File: src/shc_pkg.sv
`default_nettype none

package shc_pkg;

  localparam int ALPHABET_DEF     = 256;
  localparam int COUNT_BITS_DEF   = 32;
  localparam int MAX_CODE_LEN_DEF = 48;

  localparam int REQ_W  = 2;
  localparam int SYM_W  = 8;
  localparam int LOAD_W = 32;
  localparam int KIND_W = 2;
  localparam int CODE_W = 48;
  localparam int OLEN_W = 6;
  localparam int LEN_W  = 8;
  localparam int NODE_W = 9;

  typedef enum logic [REQ_W-1:0] {
    REQ_COUNT  = 2'd0,
    REQ_ENCODE = 2'd1,
    REQ_DECODE = 2'd2,
    REQ_LOAD   = 2'd3
  } req_t;

  typedef enum logic [KIND_W-1:0] {
    KIND_CODE   = 2'd0,
    KIND_SYMBOL = 2'd1,
    KIND_ERROR  = 2'd2
  } kind_t;

  typedef enum logic [1:0] {
    ST_IDLE,
    ST_BUILD,
    ST_READ,
    ST_EXEC
  } state_t;

  typedef enum logic [3:0] {
    B_IDLE,
    B_SCAN,
    B_FETCH,
    B_FCAP,
    B_PICK,
    B_CREATE,
    B_CA_INIT,
    B_CA_RD,
    B_CA_WL,
    B_CA_WR,
    B_DONE
  } bstate_t;

  typedef struct packed {
    logic              done;
    logic              empty;
    logic              single;
    logic [NODE_W-1:0] root;
  } shc_bstat_t;

endpackage

`default_nettype wire

File: src/shc_build.sv
`default_nettype none

module shc_build #(
  parameter int ALPHABET   = shc_pkg::ALPHABET_DEF,
  parameter int COUNT_BITS = shc_pkg::COUNT_BITS_DEF
) (
  input  wire logic                                       clk,
  input  wire logic                                       rst_n,
  input  wire logic                                       start,
  input  wire logic [ALPHABET-1:0]                        leaf_vld,
  input  wire logic [COUNT_BITS+$clog2(ALPHABET)+2*shc_pkg::NODE_W-1:0] nd_rdata,
  input  wire logic [shc_pkg::CODE_W+shc_pkg::LEN_W-1:0]  cd_rdata,
  output logic      [shc_pkg::NODE_W-1:0]                 nd_raddr,
  output logic                                            nd_we,
  output logic      [shc_pkg::NODE_W-1:0]                 nd_waddr,
  output logic [COUNT_BITS+$clog2(ALPHABET)+2*shc_pkg::NODE_W-1:0] nd_wdata,
  output logic      [shc_pkg::NODE_W-1:0]                 cd_raddr,
  output logic                                            cd_we,
  output logic      [shc_pkg::NODE_W-1:0]                 cd_waddr,
  output logic      [shc_pkg::CODE_W+shc_pkg::LEN_W-1:0]  cd_wdata,
  output shc_pkg::shc_bstat_t                             stat
);
  import shc_pkg::*;

  localparam int IDX_W = $clog2(ALPHABET);
  localparam int WGT_W = COUNT_BITS + IDX_W;
  localparam int ND_W  = WGT_W + 2 * NODE_W;
  localparam int CD_W  = CODE_W + LEN_W;
  localparam int CNT_W = IDX_W + 1;

  bstate_t bst_r, bst_nxt;

  logic [CNT_W-1:0]  scan_addr_r;
  logic              scan_pend_r;
  logic [IDX_W-1:0]  scan_idx_r;
  logic              first_r;
  logic [WGT_W-1:0]  prev_w_r;
  logic [IDX_W-1:0]  prev_idx_r;
  logic              best_vld_r;
  logic [WGT_W-1:0]  best_w_r;
  logic [IDX_W-1:0]  best_idx_r;
  logic [CNT_W-1:0]  leaf_tot_r;
  logic [NODE_W-1:0] next_int_r;
  logic [NODE_W-1:0] iq_head_r;
  logic [WGT_W-1:0]  iq_w_r;
  logic [WGT_W-1:0]  a_w_r;
  logic [NODE_W-1:0] a_idx_r;
  logic [WGT_W-1:0]  b_w_r;
  logic [NODE_W-1:0] b_idx_r;
  logic              b_leaf_r;
  logic              second_r;
  logic [NODE_W-1:0] n_r;
  logic [NODE_W-1:0] rch_r;
  logic [CODE_W-1:0] pcode_r;
  logic [LEN_W-1:0]  plen_r;
  logic [NODE_W-1:0] root_r;
  logic              empty_r;
  logic              single_r;

  logic [WGT_W-1:0]  rd_w;
  logic [NODE_W-1:0] rd_left;
  logic [NODE_W-1:0] rd_right;
  logic [CODE_W-1:0] rd_code;
  logic [LEN_W-1:0]  rd_len;
  logic [WGT_W-1:0]  s_w;
  logic              s_after;
  logic              s_take;
  logic              scan_end;
  logic              iq_ok;
  logic              take_leaf;
  logic [WGT_W-1:0]  ch_w;
  logic [NODE_W-1:0] ch_idx;
  logic              last_merge;

  assign rd_w     = nd_rdata[ND_W-1 -: WGT_W];
  assign rd_left  = nd_rdata[2*NODE_W-1 -: NODE_W];
  assign rd_right = nd_rdata[NODE_W-1:0];
  assign rd_code  = cd_rdata[CD_W-1 -: CODE_W];
  assign rd_len   = cd_rdata[LEN_W-1:0];

  always_comb begin
    s_w      = leaf_vld[scan_idx_r] ? rd_w : '0;
    s_after  = first_r || (s_w > prev_w_r) ||
               ((s_w == prev_w_r) && (scan_idx_r > prev_idx_r));
    s_take   = scan_pend_r && (s_w != '0) && s_after &&
               (!best_vld_r || (s_w < best_w_r));
    scan_end = (scan_addr_r == CNT_W'(ALPHABET)) && !scan_pend_r;
    iq_ok     = iq_head_r != next_int_r;
    take_leaf = best_vld_r && (!iq_ok || (best_w_r <= iq_w_r));
    ch_w      = take_leaf ? best_w_r : iq_w_r;
    ch_idx    = take_leaf ? NODE_W'(best_idx_r) : iq_head_r;
    last_merge = ((NODE_W+1)'(next_int_r) + (NODE_W+1)'(2)) ==
                 ((NODE_W+1)'(ALPHABET) + (NODE_W+1)'(leaf_tot_r));
  end

  always_comb begin
    bst_nxt = bst_r;
    unique case (bst_r)
      B_IDLE: begin
        if (start) begin
          bst_nxt = B_SCAN;
        end
      end
      B_SCAN: begin
        if (scan_end) begin
          if (first_r && (leaf_tot_r < CNT_W'(2))) begin
            bst_nxt = B_DONE;
          end else begin
            bst_nxt = B_FETCH;
          end
        end
      end
      B_FETCH: bst_nxt = B_FCAP;
      B_FCAP:  bst_nxt = B_PICK;
      B_PICK: begin
        if (second_r) begin
          bst_nxt = B_CREATE;
        end else if (take_leaf) begin
          bst_nxt = B_SCAN;
        end else begin
          bst_nxt = B_FETCH;
        end
      end
      B_CREATE: begin
        if (last_merge) begin
          bst_nxt = B_CA_INIT;
        end else if (b_leaf_r) begin
          bst_nxt = B_SCAN;
        end else begin
          bst_nxt = B_FETCH;
        end
      end
      B_CA_INIT: bst_nxt = B_CA_RD;
      B_CA_RD:   bst_nxt = B_CA_WL;
      B_CA_WL:   bst_nxt = B_CA_WR;
      B_CA_WR: begin
        if (n_r == NODE_W'(ALPHABET)) begin
          bst_nxt = B_DONE;
        end else begin
          bst_nxt = B_CA_RD;
        end
      end
      B_DONE:  bst_nxt = B_IDLE;
      default: bst_nxt = B_IDLE;
    endcase
  end

  always_comb begin
    nd_raddr = NODE_W'(scan_addr_r);
    cd_raddr = n_r;
    nd_we    = 1'b0;
    nd_waddr = next_int_r;
    nd_wdata = {WGT_W'(a_w_r + b_w_r), a_idx_r, b_idx_r};
    cd_we    = 1'b0;
    cd_waddr = root_r;
    cd_wdata = '0;
    unique case (bst_r)
      B_FETCH:   nd_raddr = iq_head_r;
      B_CA_RD:   nd_raddr = n_r;
      B_CREATE:  nd_we = 1'b1;
      B_CA_INIT: cd_we = 1'b1;
      B_CA_WL: begin
        cd_we    = 1'b1;
        cd_waddr = rd_left;
        cd_wdata = {rd_code[CODE_W-2:0], 1'b0, LEN_W'(rd_len + LEN_W'(1))};
      end
      B_CA_WR: begin
        cd_we    = 1'b1;
        cd_waddr = rch_r;
        cd_wdata = {pcode_r[CODE_W-2:0], 1'b1, LEN_W'(plen_r + LEN_W'(1))};
      end
      default: ;
    endcase
    stat.done   = bst_r == B_DONE;
    stat.empty  = empty_r;
    stat.single = single_r;
    stat.root   = root_r;
  end

  always_ff @(posedge clk) begin
    if (!rst_n) begin
      bst_r       <= B_IDLE;
      scan_pend_r <= 1'b0;
      best_vld_r  <= 1'b0;
      second_r    <= 1'b0;
      empty_r     <= 1'b0;
      single_r    <= 1'b0;
    end else begin
      bst_r       <= bst_nxt;
      scan_pend_r <= (bst_r == B_SCAN) && (scan_addr_r != CNT_W'(ALPHABET));
      if (start && (bst_r == B_IDLE)) begin
        second_r <= 1'b0;
        empty_r  <= 1'b0;
        single_r <= 1'b0;
      end
      if ((bst_nxt == B_SCAN) && (bst_r != B_SCAN)) begin
        best_vld_r <= 1'b0;
      end else if (s_take) begin
        best_vld_r <= 1'b1;
      end
      if ((bst_r == B_SCAN) && scan_end && first_r) begin
        empty_r  <= leaf_tot_r == '0;
        single_r <= leaf_tot_r == CNT_W'(1);
      end
      if (bst_r == B_PICK) begin
        second_r <= !second_r;
      end
    end
  end

  always_ff @(posedge clk) begin
    if ((bst_nxt == B_SCAN) && (bst_r != B_SCAN)) begin
      scan_addr_r <= '0;
    end else if ((bst_r == B_SCAN) && (scan_addr_r != CNT_W'(ALPHABET))) begin
      scan_addr_r <= scan_addr_r + CNT_W'(1);
    end
    scan_idx_r <= scan_addr_r[IDX_W-1:0];
    if (s_take) begin
      best_w_r   <= s_w;
      best_idx_r <= scan_idx_r;
    end
    if (start && (bst_r == B_IDLE)) begin
      first_r    <= 1'b1;
      leaf_tot_r <= '0;
      next_int_r <= NODE_W'(ALPHABET);
      iq_head_r  <= NODE_W'(ALPHABET);
      root_r     <= '0;
    end
    if ((bst_r == B_SCAN) && first_r && scan_pend_r && (s_w != '0)) begin
      leaf_tot_r <= leaf_tot_r + CNT_W'(1);
    end
    if ((bst_r == B_SCAN) && scan_end) begin
      first_r <= 1'b0;
      if (first_r) begin
        root_r <= NODE_W'(best_idx_r);
      end
    end
    if (bst_r == B_FCAP) begin
      iq_w_r <= rd_w;
    end
    if (bst_r == B_PICK) begin
      if (second_r) begin
        b_w_r    <= ch_w;
        b_idx_r  <= ch_idx;
        b_leaf_r <= take_leaf;
      end else begin
        a_w_r   <= ch_w;
        a_idx_r <= ch_idx;
      end
      if (take_leaf) begin
        prev_w_r   <= best_w_r;
        prev_idx_r <= best_idx_r;
      end else begin
        iq_head_r <= iq_head_r + NODE_W'(1);
      end
    end
    if (bst_r == B_CREATE) begin
      root_r     <= next_int_r;
      next_int_r <= next_int_r + NODE_W'(1);
    end
    if (bst_r == B_CA_INIT) begin
      n_r <= root_r;
    end
    if (bst_r == B_CA_WL) begin
      rch_r   <= rd_right;
      pcode_r <= rd_code;
      plen_r  <= rd_len;
    end
    if (bst_r == B_CA_WR) begin
      n_r <= n_r - NODE_W'(1);
    end
  end

  a_pick_has_node: assert property (@(posedge clk) disable iff (!rst_n)
    (bst_r == B_PICK) |-> (best_vld_r || (iq_head_r != next_int_r)))
    else $error("merge step found no node to take");

  a_done_one_cycle: assert property (@(posedge clk) disable iff (!rst_n)
    (bst_r == B_DONE) |=> (bst_r == B_IDLE))
    else $error("build done not followed by idle");

  a_single_not_empty: assert property (@(posedge clk) disable iff (!rst_n)
    !(single_r && empty_r))
    else $error("tree flagged both empty and single");

endmodule

`default_nettype wire

File: config.mk
export PLATFORM = sky130hd
export DESIGN_NAME = shc_build
export DESIGN_NICKNAME = d
export VERILOG_FILES = /design/src/shc_pkg.sv /design/src/shc_build.sv
export SDC_FILE = /design/constraint.sdc
export NUM_CORES = 1
export LEC_CHECK = 0
export ABC_AREA = 1
export ABC_CLOCK_PERIOD_IN_PS = 18000
export BUFFER_PORTS_ARGS = -buffer_cell sky130_fd_sc_hd__buf_2
export CAP_MARGIN = 30
export CELL_PAD_IN_SITES_DETAIL_PLACEMENT = 1
export CELL_PAD_IN_SITES_GLOBAL_PLACEMENT = 1
export CORE_UTILIZATION = 44
export DETAILED_ROUTE_END_ITERATION = 10
export GPL_ROUTABILITY_DRIVEN = 0
export GPL_TIMING_DRIVEN = 0
export PLACE_DENSITY = 0.9
export SYNTH_ARGS = -nofsm -noshare
export SYNTH_HDL_FRONTEND = slang
export SYNTH_SLANG_ARGS = --single-unit
export TNS_END_PERCENT = 30
File: constraint.sdc
create_clock -name clk -period 18 [get_ports clk]
set_input_delay 4.5 -clock clk [delete_from_list [all_inputs] [get_ports clk]]
set_output_delay 4.5 -clock clk [all_outputs]
set_load 0.01 [all_outputs]
# Word level (Yosys, flattened, before mapping)
# Index checks and enable logic that the tools add are counted.
# W data, S select, Z words.
dict set report word_totals {
  reg_bits 371
  out_inout_bits 164
}
dict set report op_classes {
  mux 36
  n_eq_ne 19
  n_lt_le_gt_ge 6
  reduce_logical 36
  add_sub_neg 10
  bitwise 2
}
# op count
set ops {}
lappend ops {{$mux W9} 14}
lappend ops {{$pmux W56 S2} 1}
lappend ops {{$mux W40} 2}
lappend ops {{$add A40 B40 Y40} 1}
lappend ops {{$eq A40 B40 Y1} 1}
lappend ops {{$gt A40 B40 Y1} 1}
lappend ops {{$le A40 B40 Y1} 1}
lappend ops {{$lt A40 B40 Y1} 1}
lappend ops {{$pmux W4 S10} 1}
lappend ops {{$reduce_bool A40 Y1} 1}
lappend ops {{$add A9 B1 Y9 const B} 4}
lappend ops {{$pmux W9 S2} 2}
lappend ops {{$eq A9 B9 Y1 const B} 2}
lappend ops {{$add A8 B1 Y8 const B} 2}
lappend ops {{$eq A4 B3 Y1 const B} 4}
lappend ops {{$mux W4} 4}
lappend ops {{$logic_and A1 B1 Y1} 15}
lappend ops {{$eq A4 B4 Y1 const B} 3}
lappend ops {{$add A9 B2 Y10 const B} 1}
lappend ops {{$add A9 B9 Y10 const A} 1}
lappend ops {{$eq A10 B10 Y1} 1}
lappend ops {{$reduce_bool A2 Y1} 5}
lappend ops {{$eq A9 B1 Y1 const B} 1}
lappend ops {{$logic_not A9 Y1} 1}
lappend ops {{20 further kinds} 39}

# Depth between registers and ports, before layout
# Gate-level depths: netlist (run 1).
dict set report depth {
  word_depth 10
  ltp_mapped 30
}

# Least setup slack after synthesis (run 1)
# OpenSTA, ideal clock, no wires.
dict set report synth_timing {
  path_kind {input to output}
  startpoint {in cd_rdata[1] (netlist name)}
  endpoint {out cd_wdata[6] (netlist name)}
  slack_ps 7885
  required_ps 13500
  cell_stages 9
  t_arrival_ps 5615
  path_cell_list {or2_2 -> o21ai_0 -> inv_1 -> ha_1 -> nand2_1 -> nor3b_1 -> nand2_1 -> o21ai_0 -> a21oi_1}
}
dict set report synth_between {
  elab_chain_cells 2
}
# item line
set synth_lines {}
lappend synth_lines {{from (decl)} shc_build.sv:12} ;# input wire logic [shc_pkg::CODE_W+shc_pkg::LEN_W-1:0] cd_rdata,
lappend synth_lines {{$add A8 B1 Y8} shc_build.sv:165} ;# cd_wdata = {rd_code[CODE_W-2:0], 1'b0, LEN_W'(rd_len + LEN_W'(1))};
lappend synth_lines {{$pmux W56 S2} shc_build.sv:157} ;# unique case (bst_r)
lappend synth_lines {{to (decl)} shc_build.sv:20} ;# output logic [shc_pkg::CODE_W+shc_pkg::LEN_W-1:0] cd_wdata,
# No other way between the ends.

# Worst setup path in the final report (run 1)
# Ends and elaborated chain as after synthesis.

==> results.md, run 1 <==
- Status: finished clean
- Final Hold Fails: 0
- First-pass GRT wire length: 133 mm
- F_max: 93.7 MHz
- Final ANT Viol Nets: 0
- Final Critical Period: 10.67 ns
- RSZ-0062 raised after global routing: false
- Area Growth Syn to Fin: 22.6%
- Crit path to: cd_wdata[6]
- Synth Warn #: 0
- Port Buf Inserts: 535
- Number of DRC markers in iteration 0: 1800
- Crit Reg-Reg Endpoint: best_w_r[2]
- Final Max Tran Viols: 0
- PwrDens: 85.6 nW/µm²
- Count leader, synth: nand2_1
- IO Count: 537
- Initial antenna violation count: 10
- Final TNS setup: 0 ns
- Syn Std Cell Area: 22400 µm²
- Required @ worst endpoint: 13.50 ns
- DR vias: 21900
- Share of the synthesized area in the top cell type: 43.7%
- Top cells by count, synth: nand2_1, edfxtp_1, inv_1
- Setup crit start: cd_rdata[1]
- Hold_buf cts: 0
- Latest clock arrival within the worst-skew pair: 0.58 ns
- Number of global-route vias before repair: 23000
- Clk root buf: clkbuf_16
- CTS tree: built
- Sw Ratio: 31.5%
- Crit Path Max Fanout: 3
- CTS clock-pin slew for the worst setup and hold paths: 0.06 ns
- Crit path DAT: 6.17 ns
- Htree depth: 2
- Psw: 0.741 mW
- Mapped Cells: 2508
- Setup slack at placement: 7.33 ns
- Drt first pass iters: 7
- Core area: 50200 µm²
- Util after Layout: 54.8%
- Largest net degree at the start of global routing: 74
- Internal power: 1.61 mW
- Startpoint types: primary input
- Starting density of the core: 44.7%
- Worst hold path class: flip-flop to flip-flop
- Sequential area share after synthesis: 47.7%
- Gr ovfl total: 0
- Total Wirelength: 89.9 mm
- Share of the cycle needed by the critical path after routing: 59.3%
- Setup slack after layout: 7.33 ns
- Area of the die: 51800 µm²
- Comb power frac: 22.8%
- Post-CTS setup buffers: 0
- Die H: 228 µm
- Post-cts resize count: 0
- Vias per inst: 5.76
- Dpl hpwl: 71.0 mm
- Crit path kind: primary input to output port
- Clk network pwr share: 36.1%
- Clock Path Buffers: 3
- Setup slack, reg-to-reg: 11.07 ns
- Setup violators final: 0
- Synth async-reset ratio: 0%
- FP Rows: 82
- Synth top area cells: edfxtp_1, ha_1, nand2_1
- Critical R2R Launch: scan_idx_r[3]
- Clk_skew: 0.0206 ns
- Post-synthesis register bit count: 371
- Peak supply drop: 0.0742 mV
- Leakage: 12.5 nW
- Post-synth EDFFs: 326
- Num CTS Buffers: 41
- CP Capture Type: output port
- Gr usage total: 34.0%
- Ys flop type: edfxtp_1
- Area leader, netlist: edfxtp_1
- Max Cap Viol: 0
- Fraction of layout cells with a size suffix above 1: 22.1%
- Clock sinks: 371
- Post-layout nets: 3644
- Syn avg cell area: 8.94 µm²
- Routed wire per std cell: 23.6 µm
- Synth unique cells: 62
- Worst slew pin tran: 0.960 ns
- DR DRC count: 0
- Synthesized Nets: 3058
- Die width: 228 µm
- Depth of the most critical reg-to-reg path: 25
- Sequential cell fraction of total power: 41.1%
- Max_slew headroom: 36.0%
-- cells in the final DEF (no fill, tap or decap), types with 26 or more instances in the layout --
cell type	count
a21oi_1	125
a32o_1	47
buf_2	556
buf_4	27
clkbuf_1	46
clkbuf_16	43
dfxtp_1	45
edfxtp_1	326
ha_1	176
inv_1	309
nand2_1	551
nand3_1	292
nand4_1	30
nor2_1	153
o21ai_0	106
xnor2_1	26
xor2_1	45
-- routing by layer --
metal	share of wire, %	GRT usage, %	vias up	routed length (µm)
met5	0.046	0	-	41
met4	3.4	11.9	6	3060
met3	9.3	8.60	206	8320
met2	48	57.3	1070	42900
met1	40	42.3	10700	35600
li1	-	-	9894	-
-- power by group through the flow --
stage	Clock (mW)	Sequential, mW	Combinational, mW
after global placement	0	0.984	0.481
after global routing	0.881	0.968	0.580
final	0.848	0.967	0.537
after detailed placement	0	0.985	0.516
after CTS	0.850	0.967	0.522
after floorplan	0	0.980	0.308
-- how the worst min path moves through the flow --
| stage | from | end | cells after the start |
|---|---|---|---|
| CTS | scan_addr_r[1] | scan_idx_r[1] | 0 |
| global placement | scan_addr_r[1] | scan_idx_r[1] | 0 |
| floorplan | scan_addr_r[1] | scan_idx_r[1] | 0 |
| finish | scan_addr_r[1] | scan_idx_r[1] | 0 |
| detailed placement | scan_addr_r[1] | scan_idx_r[1] | 0 |
| global route | scan_addr_r[1] | scan_idx_r[1] | 0 |
-- kinds of logic (layout without fill, tap and decap cells) --
family	after synthesis	count (layout)	share of synthesized area, %
xor gates and xnor gates	71	71	2.77
and+or+nand+nor	1087	1087	20.9
AOI/OAI and AO/OA	385	385	11.0
buffers and inverters	412	1029	7.54
other	0	10	0
adders and majority gates	177	177	9.92
muxes	5	5	0.223
DFF	371	371	47.7
-- state kept, by name, indices dropped and copies added (netlist names), 40 cells and up --
register / cells
best_w_r: 40
iq_w_r: 40
b_w_r: 40
pcode_r: 47
prev_w_r: 40
a_w_r: 40
-- stage by stage --
| stage | instance area (µm²) | hold WS [ns] | total power [mW] | instances |
|---|---|---|---|---|
| finish | 27500 | 0.420 | 2.35 | 3807 |
| global route | 27500 | 0.433 | 2.43 | 3802 |
| CTS | 27400 | 0.416 | 2.34 | 3796 |
| detailed placement | 26100 | 0.410 | 1.50 | 3722 |
| global placement | 25900 | 0.395 | 1.47 | 3715 |
| floorplan | 22400 | 0.367 | 1.29 | 2508 |
-- worst max-delay path, cell delays in order --
cell	delay, ns
buf_2	0.10
or2_2	0.28
o21ai_0	0.09
inv_1	0.09
ha_1	0.23
nand2_1	0.11
nor3b_1	0.07
nand2_1	0.10
o21ai_0	0.08
a21oi_1	0.31
buf_2	0.21
-- cell type report --
class,instances,area (µm²)
multi-input cells,1725,10100
flip-flops and latches,371,10700
clock buffers,53,1110
clock inverters,21,191
inverters,316,1190
repair buffers,543,2850
well taps,672,841
diodes,10,25.0
plain buffers,96,507
fillers,6044,22700
Note: power is estimated with default switching activity, not from simulation.
==> run 2: changes to the inputs <==
ABC_CLOCK_PERIOD_IN_PS = 10800   (was 18000)
CORE_UTILIZATION = 41   (was 44)
PLACE_DENSITY = 0.85   (was 0.9)
clock period = 10.8 ns   (was 18 ns; I/O delays follow)
==> run 2 against run 1 <==
- hold slack worse by 0.015 ns
- clock-buffer cell count is 2 lower
- via count is 0.42% lower
- combinational power is 67% higher
- setup slack worse by 4.6 ns
- clock power is 65% higher
- die area is 7.3% higher
- global-route usage is 3.2 points lower
- final area hardly changed
- final cell count is 0.60% higher
- first-iteration DRC count is 16% lower
- power is 66% higher
- critical endpoint is now best_w_r[27]
- highest routed layer unchanged
==> results.md, run 2 (synthesis gave the netlist of run 1 again) <==
- CP most frequent cell: nand3_1
- Peak supply drop: 0.115 mV
- Area Growth Syn to Fin: 22.6%
- Hold WS: 0.404 ns
- Max Cap Viol: 0
- Final Critical Period: 8.04 ns
- Startpoint types: primary input
- Crit path DAT: 8.30 ns
- CP bufs+invs: 5
- Clk root buf: clkbuf_16
- DR vias: 21800
- Die width: 236 µm
- Post-layout nets: 3644
- Routed wire per std cell: 22.7 µm
- Largest net degree at the start of global routing: 74
- Setup violators final: 0
- Status: finished clean
- RSZ-0062 raised after global routing: false
- Setup slack at placement: 1.96 ns
- Gr ovfl total: 0
- Number of global-route vias before repair: 23300
- Number of DRC markers in iteration 0: 1509
- Fillcell total: 6472
- Crit path kind: primary input to flip-flop
- Leakage: 12.5 nW
- Core area: 53900 µm²
- CTS clock-pin slew for the worst setup and hold paths: 0.06 ns
- PwrDens: 142 nW/µm²
- Tot Pwr: 3.90 mW
- Post-CTS setup buffers: 0
- Final ANT Viol Nets: 0
- Htree depth: 2
- Crit Path Max Fanout: 26
- Worst hold path class: flip-flop to flip-flop
- Clk_skew: 0.0231 ns
- Port Buf Inserts: 535
- Setup slack after layout: 2.76 ns
- Area of the die: 55600 µm²
- IO Count: 537
- Max_slew headroom: 30.6%
- Final TNS setup: 0 ns
- Largest reg by FF count: pcode_r
- CP Capture Type: flip-flop
- Hold_buf cts: 0
- Fraction of layout cells with a size suffix above 1: 22.0%
- Clock Path Buffers: 3
- Total Wirelength: 86.9 mm
- Final Max Tran Viols: 0
- FP Rows: 85
- DR DRC count: 0
- Slowest cell on crit path: clkbuf_1
- Required @ worst endpoint: 11.06 ns
- First-pass GRT wire length: 132 mm
- Final Hold Fails: 0
- CTS tree: built
- Initial antenna violation count: 8
- Dpl hpwl: 69.6 mm
- Worst slew pin tran: 1.03 ns
- Num CTS Buffers: 42
- Latest clock arrival within the worst-skew pair: 0.58 ns
- Max reg flops: 47
- Most common cell after layout, fill and taps aside: buf_2
- Post-cts resize count: 0
- Share of the cycle needed by the critical path after routing: 74.4%
- Die H: 236 µm
- Clock sinks: 371
- Cell family with most CP delay: simple AND/OR/NAND/NOR gates
- Vias per inst: 5.70
- Drt first pass iters: 7
- Crit path largest cell delay: 0.72 ns
- Starting density of the core: 41.6%
- F_max: 124 MHz
- Commonest non-fill, non-tap cells in the layout: buf_2, nand2_1, edfxtp_1
- Gr usage total: 30.8%
run 2: changes by cell type in the layout (fill, tap and decap cells not counted), moves of 2 or more:
cell | before | now
clkbuf_1 | 46 | 44
clkinv_2 | 10 | 5
inv_6 | 0 | 3
clkinv_1 | 6 | 10
run 2: report_power, final:
part,switching [mW],internal [mW]
sequential,0.0247,1.59
clock,0.601,0.794
combinational,0.599,0.297
total,1.22,2.68
run 2: path summary, 6_finish.rpt:
check / start / to / slack (ns) / cells after the start
worst max-delay path: leaf_vld[243] / best_w_r[27] / 2.76 / 25
worst min-delay path: scan_addr_r[1] / scan_idx_r[1] / 0.40 / 0
worst max register to register: scan_idx_r[1] / best_w_r[27] / 3.87 / 25
worst min register to register: scan_addr_r[1] / scan_idx_r[1] / 0.40 / 0
run 2: area by class of cell:
class | count | area (µm²) | share of cell area (%)
sequential | 371 | 10700 | 38.9
multi-input combinational | 1725 | 10100 | 36.6
timing repair buffer | 542 | 2830 | 10.3
inverter | 316 | 1190 | 4.32
clock buffer | 51 | 1090 | 3.98
tap | 696 | 871 | 3.17
buffer | 96 | 507 | 1.84
clock inverter | 23 | 206 | 0.751
antenna | 10 | 25.0 | 0.0910
run 2: per-layer routing:
layer,GRT usage (%),vias to the layer above,routed length [µm]
met5,0,-,13
met1,38.3,10800,35000
met4,10.2,2,2720
li1,-,9892,-
met2,53.2,948,42100
met3,6.51,194,7070
run 2: worst reg2reg max path: stages (launching register included):
cell and delay [ns]:
dfxtp_1 0.35, inv_2 0.24, buf_1 0.53, nand3_1 0.32, nand3_1 0.16, nand3_1 0.09, nand3_1 0.14, nand2_1 0.09
nand2_1 0.07, nand3_1 0.07, nand3_1 0.10, nand2_2 0.27, inv_2 0.24, clkbuf_1 0.72, nor2_1 0.17, ha_1 0.36
nand2_1 0.06, inv_1 0.10, nand3_1 0.08, nor2_1 0.18, nor4b_1 0.56, nand4_1 0.26, o311ai_0 0.43, nand3_1 0.22
a21oi_4 0.53, buf_12 0.29
run 2: stage by stage:
step / std cells / area, µm² / utilization, %
after floorplan: 2508 / 22400 / -
after global routing: 3827 / 27500 / 51.0
after CTS: 3819 / 27400 / 50.9
final: 3830 / 27500 / 51.0
after detailed placement: 3745 / 26100 / 48.5
after global placement: 3739 / 26000 / 48.1
